<file path="src/fsfl_pkg.sv">
// ----------------------------------------------------------------------------
// fsfl_pkg
// Shared widths, codes, reset values and types of the fixed-slot free-list
// allocator.
// ----------------------------------------------------------------------------
package fsfl_pkg;

  localparam int unsigned MAX_SLOTS_DEF = 1024;

  localparam int unsigned ADDR_W     = 64;
  localparam int unsigned PAYLOAD_W  = 21;
  localparam int unsigned SLOTS_W    = 11;
  localparam int unsigned SLAB_HDR_W = 13;
  localparam int unsigned ROW_HDR_W  = 9;
  localparam int unsigned STRIDE_W   = 22;
  localparam int unsigned LEAD_W     = 14;
  localparam int unsigned INDEX_W    = 10;
  localparam int unsigned COUNT_W    = 11;
  localparam int unsigned STATUS_W   = 2;
  localparam int unsigned CMD_W      = 2;
  localparam int unsigned CFG_IDX_W  = 3;
  localparam int unsigned QUEUE_DEPTH = 2;

  localparam logic [COUNT_W-1:0] COUNT_MAX = '1;

  localparam logic [CFG_IDX_W-1:0] CFG_SLAB_BASE     = 3'd0;
  localparam logic [CFG_IDX_W-1:0] CFG_PAYLOAD_BYTES = 3'd1;
  localparam logic [CFG_IDX_W-1:0] CFG_SLOT_COUNT    = 3'd2;
  localparam logic [CFG_IDX_W-1:0] CFG_SLAB_HEADER   = 3'd3;
  localparam logic [CFG_IDX_W-1:0] CFG_ROW_HEADER    = 3'd4;

  localparam logic [ADDR_W-1:0]     RST_SLAB_BASE  = '0;
  localparam logic [PAYLOAD_W-1:0]  RST_PAYLOAD    = 21'd64;
  localparam logic [SLOTS_W-1:0]    RST_SLOT_COUNT = 11'd1024;
  localparam logic [SLAB_HDR_W-1:0] RST_SLAB_HDR   = 13'd64;
  localparam logic [ROW_HDR_W-1:0]  RST_ROW_HDR    = 9'd32;

  typedef enum logic [CMD_W-1:0] {
    CMD_INIT  = 2'd0,
    CMD_ALLOC = 2'd1,
    CMD_FREE  = 2'd2,
    CMD_NOP   = 2'd3
  } cmd_e;

  typedef enum logic [STATUS_W-1:0] {
    ST_OK       = 2'd0,
    ST_NO_SLOT  = 2'd1,
    ST_BAD_ADDR = 2'd2
  } status_e;

  typedef struct packed {
    logic [ADDR_W-1:0]     slab_base;
    logic [PAYLOAD_W-1:0]  payload_bytes;
    logic [SLOTS_W-1:0]    slot_count;
    logic [SLAB_HDR_W-1:0] slab_header_bytes;
    logic [ROW_HDR_W-1:0]  row_header_bytes;
  } cfg_t;

  // classified command handed from front to back
  typedef struct packed {
    cmd_e              cmd;
    logic              below;
    logic [ADDR_W-1:0] offset;
  } work_t;

endpackage

</file>
<file path="src/fsfl_queue.sv">
// ----------------------------------------------------------------------------
// fsfl_queue
// Short queue of classified commands between front and back.
// ----------------------------------------------------------------------------
module fsfl_queue (
  input  logic            clk_i,
  input  logic            rst_ni,
  input  logic            wr_valid_i,
  output logic            wr_ready_o,
  input  fsfl_pkg::work_t wr_data_i,
  output logic            rd_valid_o,
  input  logic            rd_ready_i,
  output fsfl_pkg::work_t rd_data_o
);

  localparam int unsigned DEPTH = fsfl_pkg::QUEUE_DEPTH;
  localparam int unsigned PW    = (DEPTH > 1) ? $clog2(DEPTH) : 1;
  localparam int unsigned CW    = $clog2(DEPTH + 1);

  fsfl_pkg::work_t  entry_q [DEPTH];
  logic [PW-1:0]    wptr_q;
  logic [PW-1:0]    rptr_q;
  logic [CW-1:0]    cnt_q;
  logic             push;
  logic             pop;

  assign wr_ready_o = (cnt_q != CW'(DEPTH));
  assign rd_valid_o = (cnt_q != '0);
  assign push       = wr_valid_i && wr_ready_o;
  assign pop        = rd_valid_o && rd_ready_i;
  assign rd_data_o  = entry_q[rptr_q];

  always_ff @(posedge clk_i) begin
    if (push) begin
      entry_q[wptr_q] <= wr_data_i;
    end
  end

  always_ff @(posedge clk_i or negedge rst_ni) begin
    if (!rst_ni) begin
      wptr_q <= '0;
      rptr_q <= '0;
      cnt_q  <= '0;
    end else begin
      if (push) begin
        wptr_q <= (32'(wptr_q) == DEPTH - 1) ? '0 : wptr_q + PW'(1);
      end
      if (pop) begin
        rptr_q <= (32'(rptr_q) == DEPTH - 1) ? '0 : rptr_q + PW'(1);
      end
      case ({push, pop})
        2'b10:   cnt_q <= cnt_q + CW'(1);
        2'b01:   cnt_q <= cnt_q - CW'(1);
        default: cnt_q <= cnt_q;
      endcase
    end
  end

endmodule

</file>
<file path="config.mk">
export PLATFORM = sky130hd
export DESIGN_NAME = fsfl_queue
export DESIGN_NICKNAME = d
export VERILOG_FILES = /design/src/fsfl_pkg.sv /design/src/fsfl_queue.sv
export SDC_FILE = /design/constraint.sdc
export NUM_CORES = 1
export LEC_CHECK = 0
export ABC_AREA = 1
export BUFFER_PORTS_ARGS = -buffer_cell sky130_fd_sc_hd__clkbuf_2
export CAP_MARGIN = 20
export CORE_MARGIN = 1
export CORE_UTILIZATION = 32
export DETAILED_ROUTE_END_ITERATION = 7
export PLACE_DENSITY = 0.51
export SYNTH_ARGS = -nofsm -noshare
export SYNTH_HDL_FRONTEND = slang
export SYNTH_SLANG_ARGS = --single-unit
export TNS_END_PERCENT = 1
</file>
<file path="constraint.sdc">
create_clock -name clk_i -period 3.5 [get_ports clk_i]
set_input_delay 0.35 -clock clk_i [delete_from_list [all_inputs] [get_ports clk_i]]
set_output_delay 0.35 -clock clk_i [all_outputs]
set_load 0.02 [all_outputs]
</file>
==> metrics.yaml <==
synthesis:
  yosysWarnings: 0
  synth_area_sq_um: 5110
  synth_mux_area_share_pct: 0
  avgSynthCellArea_sq_um: 13.4
  syn-num-nets: 452
  seq_area_frac_synth_pct: 80.8
  synth_adder_area_share_pct: 0.245
  synth-simple-area-share_pct: 16.1
  synth_cells: 380
  yosys.area_share.xor_xnor_pct: 0.172
  synth-compound-area-share_pct: 0.0980
  synth_top_family_by_area: "simple AND/OR/NAND/NOR gates"
  synth_seq_cells: 138
  synthDistinctLibCells: 16
global_route:
  grt_pass1_vias: 3134
  grt_max_degree: 69
  grt_usage_pct: 13.3
  antenna_found_initial: 0
  overflow: 0
  grt_first_pass_wirelength_microns: 15900
critical_path:
  crit_required_ps: 3150
  crit_fanout: 31
  critPathBufInv: 3
  path_cells: "inv_2, buf_4, nand2_1, nand2_1, clkbuf_2"
  slowest_stage: "buf_4"
  cp.arrival_ps: 2050
  critical_path_class: "reg2out"
  crit_path_start_kind: "flip-flop"
  path_delay_family: "buffers and inverters"
  reg2reg_slack_ps: 1480
  cpPeakStageDelay_ps: 420
  cp_common_cell: "nand2_1"
  end_kind: "primary output"
sta:
  setup_violations: 0
  hold_viol_final: 0
  fin_crit_ps: 2400
  rsz0062_at_grt: "no"
  max-slew-margin-rel_pct: 39.0
  slew_viol_final: 0
  clock_skew_ps: 7.48
  tightest_slew_ps: 915
  tns_ps: 0
  finalWorstSetupSlack_ps: 1100
  period_share_pct: 68.5
  fmaxAchievable_mhz: 417
cts:
  cts_buffers: 17
  cts_hold_buf: 1
  clk_latency_ps: 410
  post_cts_resized: 0
  cts_root_buf: "clkbuf_16"
  postCtsSetupRepairBufs: 0
  clock-sinks: 138
  clockBufferDepth: 2
  clk_pin_slew_worst_paths_ps: 60
  htreeDepth: 4
  cts_tree: "yes"
floorplanning:
  core_area_sq_um: 15400
  die_h_microns: 128
  start_util_pct: 33.2
  rows: 45
  io_pins: 140
  die-area_sq_um: 16500
  die_w_microns: 128
routing:
  drt_iter0_markers: 198
  drt_wl_total_microns: 10300
  wl_per_cell_microns: 13.6
  vias: 3135
  via_per_inst: 4.16
  ant_nets: 0
  drc: 0
  dr.pass1.iters: 4
layout:
  seq_area_sq_um: 4130
  diodes: 0
  layout_commonest_cell: "nand2_1"
  fillers: 1395
  syn_to_final_growth_pct: 30.4
  layout_common_cells: "nand2_1, clkbuf_2, edfxtp_1"
  multiInputGateArea_sq_um: 863
  drive_above_1_share_pct: 33.1
  nNetsFinal: 602
place:
  dp_hpwl_microns: 6440
  io_buffer_count: 139
  pre_cts_slack_ps: 1440
  gp_congestion: 0.715
hold_path:
  hp-class: "in2reg"
power:
  power_density_nw_per_um2: 937
  clkPwrFrac_pct: 30.0
  switchingPower_mw: 2.21
  seqPwrFrac_pct: 37.7
  p_comb_share_pct: 32.3
  intPower_mw: 4.03
  power_mw: 6.24
  max-vdd-ir-drop_v: 0.000469
  p_leak_nw: 2.88
  netSwitchingFraction_pct: 35.4
flow_run:
  drv_cap: 0
outcome:
  outcome: "finished clean"
[per-layer routing]
layer | GRT usage (%) | part of all wire (%) | vias to the layer above
met5 | 0 | 0 | -
met4 | 5.74 | 1.8 | 0
met3 | 5.93 | 8.6 | 15
met2 | 21.7 | 48 | 109
met1 | 15.1 | 42 | 1433
li1 | - | - | 1578
[cells by family (layout without fill, tap and decap cells)]
kind of cell             after synthesis  in the layout
AND/OR/NAND/NOR                      217            217
buffers and inverters                 22            185
adder cells (fa/ha/maj)                1              1
AO/OA/AOI/OAI                          1              1
flip-flops                           138            138
XOR/XNOR                               1              1
[worst paths after layout]
check,startpoint,to,cells past startpoint
max,rptr_q,rd_data_o[43],5
max reg2reg,cnt_q[0],entry_q[1][44],5
max in group asynchronous,rst_ni,rptr_q,2
min reg2reg,cnt_q[0],cnt_q[0],1
min,wr_data_i[13],entry_q[1][13],1
min in group asynchronous,rst_ni,cnt_q[1],2
[layout make-up]
class | count | area share, %
Timing Repair Buffer | 146 | 11.3
Inverter | 7 | 0.395
Clock buffer | 21 | 6.91
Sequential cell | 138 | 61.9
Multi-Input combinational cell | 220 | 13.0
Tap cell | 211 | 3.96
Clock inverter | 11 | 2.55
[state kept, by name (all words and copies together) (netlist names)]
name and flops:
entry_q 134, cnt_q 2, rptr_q 1, wptr_q 1
[metrics by stage]
stage | area (sq um) | instances | utilization, % | hold slack, ps
6_report | 6660 | 754 | 43.3 | 127
5_1_grt | 6660 | 754 | 43.3 | 111
4_1_cts | 6660 | 754 | 43.3 | 106
3_5_place_dp | 6020 | 721 | 39.2 | 164
3_3_place_gp | 6020 | 721 | 39.2 | 168
2_1_floorplan | 5110 | 380 | - | 54.4
[cells in the mapped netlist]
cell type	n	area, sq um
edfxtp_1	134	4020
xnor2_1	1	8.76
nor2_1	2	7.51
nand3_1	2	10.0
buf_2	9	45.0
buf_6	4	45.0
buf_4	2	15.0
ha_1	1	12.5
inv_1	6	22.5
nor2_2	1	6.26
dfrtp_1	4	100
nand2_2	1	6.26
a21oi_1	1	5.00
inv_2	1	3.75
nand4_1	1	6.26
nand2_1	210	788
[power groups by stage]
stage	Clock, mW	Sequential, mW	Combinational (mW)
finish	1.87	2.35	2.02
global route	1.97	2.38	2.26
CTS	1.91	2.35	2.08
detailed placement	0	2.38	2.08
global placement	0	2.38	2.07
floorplan	0	2.38	1.38
Note: power is estimated with default switching activity, not from simulation.
