## src/fsfl_pkg.sv

```systemverilog
// ----------------------------------------------------------------------------
// fsfl_pkg
// Shared widths, codes, reset values and types of the fixed-slot free-list
// allocator.
// ----------------------------------------------------------------------------
package fsfl_pkg;

  localparam int unsigned MAX_SLOTS_DEF = 1024;

  localparam int unsigned ADDR_W     = 64;
  localparam int unsigned PAYLOAD_W  = 21;
  localparam int unsigned SLOTS_W    = 11;
  localparam int unsigned SLAB_HDR_W = 13;
  localparam int unsigned ROW_HDR_W  = 9;
  localparam int unsigned STRIDE_W   = 22;
  localparam int unsigned LEAD_W     = 14;
  localparam int unsigned INDEX_W    = 10;
  localparam int unsigned COUNT_W    = 11;
  localparam int unsigned STATUS_W   = 2;
  localparam int unsigned CMD_W      = 2;
  localparam int unsigned CFG_IDX_W  = 3;
  localparam int unsigned QUEUE_DEPTH = 2;

  localparam logic [COUNT_W-1:0] COUNT_MAX = '1;

  localparam logic [CFG_IDX_W-1:0] CFG_SLAB_BASE     = 3'd0;
  localparam logic [CFG_IDX_W-1:0] CFG_PAYLOAD_BYTES = 3'd1;
  localparam logic [CFG_IDX_W-1:0] CFG_SLOT_COUNT    = 3'd2;
  localparam logic [CFG_IDX_W-1:0] CFG_SLAB_HEADER   = 3'd3;
  localparam logic [CFG_IDX_W-1:0] CFG_ROW_HEADER    = 3'd4;

  localparam logic [ADDR_W-1:0]     RST_SLAB_BASE  = '0;
  localparam logic [PAYLOAD_W-1:0]  RST_PAYLOAD    = 21'd64;
  localparam logic [SLOTS_W-1:0]    RST_SLOT_COUNT = 11'd1024;
  localparam logic [SLAB_HDR_W-1:0] RST_SLAB_HDR   = 13'd64;
  localparam logic [ROW_HDR_W-1:0]  RST_ROW_HDR    = 9'd32;

  typedef enum logic [CMD_W-1:0] {
    CMD_INIT  = 2'd0,
    CMD_ALLOC = 2'd1,
    CMD_FREE  = 2'd2,
    CMD_NOP   = 2'd3
  } cmd_e;

  typedef enum logic [STATUS_W-1:0] {
    ST_OK       = 2'd0,
    ST_NO_SLOT  = 2'd1,
    ST_BAD_ADDR = 2'd2
  } status_e;

  typedef struct packed {
    logic [ADDR_W-1:0]     slab_base;
    logic [PAYLOAD_W-1:0]  payload_bytes;
    logic [SLOTS_W-1:0]    slot_count;
    logic [SLAB_HDR_W-1:0] slab_header_bytes;
    logic [ROW_HDR_W-1:0]  row_header_bytes;
  } cfg_t;

  // classified command handed from front to back
  typedef struct packed {
    cmd_e              cmd;
    logic              below;
    logic [ADDR_W-1:0] offset;
  } work_t;

endpackage

```

## src/fsfl_if.sv

```systemverilog
// ----------------------------------------------------------------------------
// fsfl_if
// Valid/ready channels of the allocator: command beats in, result beats out.
// ----------------------------------------------------------------------------
interface fsfl_in_if;
  logic                          valid;
  logic                          ready;
  logic [fsfl_pkg::CMD_W-1:0]    command;
  logic [fsfl_pkg::ADDR_W-1:0]   buffer_address;

  modport source (output valid, command, buffer_address, input ready);
  modport sink   (input valid, command, buffer_address, output ready);
endinterface


```

## src/fsfl_front.sv

```systemverilog
// ----------------------------------------------------------------------------
// fsfl_front
// Accepts command beats and classifies them; a free gets its offset from the
// first payload and a below-slab flag before it is queued.
// ----------------------------------------------------------------------------
module fsfl_front (
  input  logic                  clk_i,
  input  logic                  rst_ni,
  input  fsfl_pkg::cfg_t        cfg_i,
  fsfl_in_if.sink               cmd_i,
  output logic                  wr_valid_o,
  input  logic                  wr_ready_i,
  output fsfl_pkg::work_t       wr_data_o
);

  localparam int unsigned AW = fsfl_pkg::ADDR_W;

  typedef enum logic [1:0] {
    F_IDLE,
    F_SUM,
    F_SUB,
    F_PUSH
  } front_state_e;

  front_state_e         state_q;
  fsfl_pkg::cmd_e       cmd_q;
  logic [AW-1:0]        addr_q;
  logic [AW:0]          sum_q;
  logic                 below_q;
  logic [AW-1:0]        off_q;
  logic [AW+1:0]        diff;

  assign diff = {2'b00, addr_q} - {1'b0, sum_q};

  always_ff @(posedge clk_i or negedge rst_ni) begin
    if (!rst_ni) begin
      state_q <= F_IDLE;
      cmd_q   <= fsfl_pkg::CMD_NOP;
      addr_q  <= '0;
      sum_q   <= '0;
      below_q <= 1'b0;
      off_q   <= '0;
    end else begin
      case (state_q)
        F_IDLE: begin
          if (cmd_i.valid) begin
            cmd_q   <= fsfl_pkg::cmd_e'(cmd_i.command);
            addr_q  <= cmd_i.buffer_address;
            below_q <= 1'b0;
            off_q   <= '0;
            if (fsfl_pkg::cmd_e'(cmd_i.command) == fsfl_pkg::CMD_FREE) begin
              state_q <= F_SUM;
            end else begin
              state_q <= F_PUSH;
            end
          end
        end
        F_SUM: begin
          // first payload address, no wrap
          sum_q   <= {1'b0, cfg_i.slab_base}
                     + (AW+1)'(cfg_i.slab_header_bytes)
                     + (AW+1)'(cfg_i.row_header_bytes);
          state_q <= F_SUB;
        end
        F_SUB: begin
          below_q <= diff[AW+1];
          off_q   <= diff[AW-1:0];
          state_q <= F_PUSH;
        end
        F_PUSH: begin
          if (wr_ready_i) begin
            state_q <= F_IDLE;
          end
        end
        default: state_q <= F_IDLE;
      endcase
    end
  end

  assign cmd_i.ready      = (state_q == F_IDLE);
  assign wr_valid_o       = (state_q == F_PUSH);
  assign wr_data_o.cmd    = cmd_q;
  assign wr_data_o.below  = below_q;
  assign wr_data_o.offset = off_q;

endmodule

```

## src/flat_wrapper.sv

```systemverilog
// flat-port wrapper written by rule: the top's interface ports become plain ports
module fsfl_front_flat 
  (clk_i, rst_ni, cfg_i, wr_valid_o, wr_ready_i, wr_data_o, cmd_i_valid, cmd_i_command, cmd_i_buffer_address, cmd_i_ready);
  fsfl_in_if cmd_i_i ();
  input  logic clk_i;
  input  logic rst_ni;
  input  fsfl_pkg::cfg_t cfg_i;
  output logic wr_valid_o;
  input  logic wr_ready_i;
  output fsfl_pkg::work_t wr_data_o;
  input wire logic [$bits(cmd_i_i.valid)-1:0] cmd_i_valid;
  input wire logic [$bits(cmd_i_i.command)-1:0] cmd_i_command;
  input wire logic [$bits(cmd_i_i.buffer_address)-1:0] cmd_i_buffer_address;
  output wire logic [$bits(cmd_i_i.ready)-1:0] cmd_i_ready;
  assign cmd_i_i.valid = cmd_i_valid;
  assign cmd_i_i.command = cmd_i_command;
  assign cmd_i_i.buffer_address = cmd_i_buffer_address;
  assign cmd_i_ready = cmd_i_i.ready;
  fsfl_front u_core (.clk_i(clk_i), .rst_ni(rst_ni), .cfg_i(cfg_i), .cmd_i(cmd_i_i), .wr_valid_o(wr_valid_o), .wr_ready_i(wr_ready_i), .wr_data_o(wr_data_o));
endmodule
```

## config.mk

```make
export PLATFORM = sky130hd
export DESIGN_NAME = fsfl_front_flat
export DESIGN_NICKNAME = d
export VERILOG_FILES = /design/src/fsfl_pkg.sv /design/src/fsfl_if.sv /design/src/fsfl_front.sv /design/src/flat_wrapper.sv
export SDC_FILE = /design/constraint.sdc
export NUM_CORES = 1
export LEC_CHECK = 0
export BUFFER_PORTS_ARGS = -buffer_cell sky130_fd_sc_hd__buf_4
export CORE_UTILIZATION = 30
export CTS_BUF_LIST = sky130_fd_sc_hd__clkbuf_4
export CTS_CLUSTER_SIZE = 8
export DETAILED_ROUTE_END_ITERATION = 10
export MAX_ROUTING_LAYER = met4
export PLACE_DENSITY_LB_ADDON = 0.3
export SYNTH_ARGS = -nofsm -noshare
export SYNTH_HDL_FRONTEND = slang
export SYNTH_SLANG_ARGS = --single-unit
```

## constraint.sdc

```tcl
create_clock -name clk_i -period 3.9 [get_ports clk_i]
set_input_delay 0.39 -clock clk_i [delete_from_list [all_inputs] [get_ports clk_i]]
set_output_delay 0.39 -clock clk_i [all_outputs]
set_load 0.01 [all_outputs]
```

==> impl_metrics.env <==
export IMPL_p_sw_frac=0.4695
export IMPL_clkPwrFrac=0.090
export IMPL_pwr_share_seq=0.263
export IMPL_worstReg2RegStart="u_core.sum_q[0]"
export IMPL_grt_pass1_wl_mm=58.60
export IMPL_vias=10920
export IMPL_drv_slew=0
export IMPL_peakVddDrop_mv=0.2669
export IMPL_cts_repair_resized=0
export IMPL_cts_sinks=198
export IMPL_p_int_mw=7.341
export IMPL_nets=1988
export IMPL_path_clk_slew_ns=0.18
export IMPL_initial_core_util=0.3051
export IMPL_cp_startpoint="u_core.sum_q[0]"
export IMPL_die_h_um=208.8
export IMPL_relSlewSlack=0.4693
export IMPL_timing_rr_end="u_core.off_q[60]"
export IMPL_synth_edf_count=0
export IMPL_netlist_area_um2=12830
export IMPL_endpoint="u_core.off_q[60]"
export IMPL_io_pins=257
export IMPL_fmax_mhz=277.7
export IMPL_synth_ff_type="dfrtp_1"
export IMPL_antenna_found_initial=3
export IMPL_fillers=4226
export IMPL_worstSkewPairLatency_ns=0.69
export IMPL_tightest_slew_ns=0.7961
export IMPL_io_buffers=224
export IMPL_grt_max_degree=92
export IMPL_seq_area_frac_synth=0.3865
export IMPL_via_per_inst=4.832
export IMPL_wl_mm=36.48
export IMPL_finalSetupTns_ns=0
export IMPL_drive_above_1_share=0.2184
export IMPL_async_flop_share=1.000
export IMPL_min_period_ns=3.601
export IMPL_gp_congestion=0.8827
export IMPL_hold_viol=0
export IMPL_powerDensity_nw_per_um2=833.1
export IMPL_cts_buffer_depth=2
export IMPL_ys_ff_latch=198
export IMPL_ant_nets=0
export IMPL_path_max_fanout=5
export IMPL_cts_htree_levels=4
export IMPL_core_area_um2=42040
export IMPL_rr_worst_depth=12
export IMPL_grt_pass1_vias=10990
export IMPL_p_switching_mw=6.498
export IMPL_dp_hpwl_mm=28.40
export IMPL_start_kind="flip-flop"
export IMPL_fin_skew_ns=0.02783
export IMPL_rrSetupSlack_ns=0.30
export IMPL_seq_area_um2=4957
export IMPL_path_class="reg2reg"
export IMPL_routedWlPerCell_um=16.15
export IMPL_dieArea_um2=43580
export IMPL_dp_cells=2108
export IMPL_rsz0062_at_grt="false"
export IMPL_cp_end_kind="flip-flop"
export IMPL_drtIter0Drc=488
export IMPL_first_pass_iters=5
export IMPL_layout_cells_non_filler=2259
export IMPL_cts_made_buffers=17
export IMPL_syn_inst=1391
export IMPL_area_growth_pct=29.51
export IMPL_multi_input_area_um2=7271
export IMPL_maxCapViolations=0
export IMPL_cts_tree="done"
export IMPL_yosys_warnings=0
export IMPL_cts_setup_buffers=0
export IMPL_grtUsageTotal=0.1754
export IMPL_drc=0
export IMPL_finalSetupViolCount=0
export IMPL_p_leak_nw=7.674
export IMPL_cp_required_ns=4.49
export IMPL_die_w_um=208.8
export IMPL_gr_total_overflow=0
export IMPL_comb_power_share=0.647
export IMPL_hold_class="in2reg"
export IMPL_root_buffer="clkbuf_4"
export IMPL_ys_types=75
export IMPL_syn_nets=1675
export IMPL_status="finished clean"
export IMPL_syn_area_per_cell_um2=9.221
export IMPL_arrival_ns=4.19
export IMPL_rows=75
export IMPL_period_share=0.9234
==> area by class of cell <==
class | instances | share of cell area
antenna | 3 | 0.0004519
clock buffer | 18 | 0.008135
clock inverter | 14 | 0.01039
inverter | 99 | 0.02237
multi-input combinational | 1030 | 0.4377
sequential | 198 | 0.2984
tap | 539 | 0.04060
timing repair buffer | 358 | 0.1819
==> synth_stat cells (all sizes together) (2+ instances only) <==
cell / n / area, um2
dfrtp: 196 / 4905
a21oi: 136 / 699.4
nand2: 131 / 491.7
o21ai: 111 / 559.3
inv: 99 / 371.6
nor2: 91 / 344.1
ha: 85 / 1064
mux2: 67 / 754.5
xnor2: 64 / 560.5
clkbuf: 54 / 203.9
xor2: 48 / 420.4
nand3: 38 / 190.2
a21o: 29 / 217.7
nand4: 26 / 181.4
and3: 22 / 137.6
nor3: 15 / 75.07
o211ai: 14 / 115.1
o21bai: 14 / 105.1
a211oi: 12 / 112.6
a31oi: 12 / 96.34
and2: 11 / 68.82
fa: 11 / 220.2
buf: 10 / 57.55
nand2b: 10 / 62.56
nor2b: 9 / 56.30
o31ai: 9 / 86.33
and4: 8 / 70.07
o21a: 7 / 52.55
nor4: 6 / 43.79
a32o: 5 / 50.05
mux2i: 5 / 50.05
a211o: 4 / 35.03
a21boi: 4 / 41.29
o311ai: 4 / 70.07
dfstp: 2 / 52.55
nand3b: 2 / 15.01
nor4b: 2 / 23.77
or3: 2 / 12.51
or4: 2 / 15.01
==> kinds of logic after synthesis <==
group / synth area share
DFF: 0.3865
buffers and inverters: 0.04936
muxes: 0.06273
adders and majority gates: 0.1001
AOI/OAI and AO/OA: 0.1832
and+or+nand+nor: 0.1416
xor gates and xnor gates: 0.07648
==> state kept, by name, summed over array words and instances, names as in the netlist <==
register	cells
u_core.cmd_q	2
u_core.below_q	1
u_core.off_q	64
u_core.sum_q	65
u_core.addr_q	64
u_core.state_q	2
==> power by group through the flow <==
stage          clock network (mW)  logic (mW)  registers, mW
4_1_cts                      1.31        8.97           3.66
5_1_grt                      1.38        9.97           3.77
3_5_place_dp                    0        8.81           3.71
6_report                     1.25        8.95           3.64
3_3_place_gp                    0        8.72           3.68
2_1_floorplan                   0        6.28           3.64
==> how the worst min path moves through the flow <==
stage	depth (start not counted)	slack [ns]	startpoint	end
finish	4	0.09	cfg_i[104]	u_core.sum_q[50]
global route	4	0.08	cfg_i[54]	u_core.sum_q[0]
CTS	4	0.02	cfg_i[104]	u_core.sum_q[50]
detailed placement	1	0.43	rst_ni	u_core.off_q[41]
global placement	1	0.43	rst_ni	u_core.addr_q[42]
floorplan	0	0.09	rst_ni	u_core.addr_q[0]
==> critical path, stage by stage, from the launching register on <==
cell	delay, ns
dfrtp_1	0.42
ha_1	0.23
fa_1	0.38
nand2b_1	0.21
a21oi_2	0.16
a211oi_2	0.08
o311ai_4	0.37
a31oi_2	0.27
o31ai_4	0.43
a31oi_4	0.21
o41ai_2	0.46
a211o_1	0.19
o211ai_2	0.08
==> through the flow <==
step | total power, mW | area [um2] | util | hold WS (ns) | worst slack, ns
6_report | 13.84 | 16610 | 0.3951 | 0.09151 | 0.2988
5_1_grt | 15.11 | 16610 | 0.3951 | 0.07967 | 0.1180
4_1_cts | 13.94 | 16600 | 0.3949 | 0.01804 | 0.3115
3_5_place_dp | 12.52 | 15130 | 0.3600 | 0.4274 | 0.1725
3_3_place_gp | 12.40 | 15130 | 0.3600 | 0.4282 | 0.1725
2_1_floorplan | 9.918 | 12830 | - | 0.09441 | 0.6162
==> cells in the final DEF (no fill, tap or decap), types with 14 or more instances in the layout <==
cell and count:
dlygate4sd3_1 116, nor3_1 15, nand2_1 129, xnor2_1 64, nand4_1 23, and3_1 22
o21ai_0 106, clkbuf_4 18, o21bai_1 14, dfrtp_1 196, mux2_2 67, a21oi_1 131
nor2_1 90, ha_1 84, nand3_1 38, buf_4 238, xor2_1 48, a21o_1 29
inv_1 99
==> per-layer routing <==
layer	track usage	vias to the layer above	routed length, um	share of wire
met2	0.2901	206	17870	0.49
li1	-	5490	-	-
met1	0.2209	5184	16790	0.46
met5	-	-	0	0
met4	0.05020	0	635	0.017
met3	0.02780	35	1185	0.032
==> what timing repair did <==
action	in CTS	in global routing
endpoints found under the hold margin	180	0
hold buffers	116	0
endpoints found under the setup margin	0	0
(Power assumes the default switching activity.)
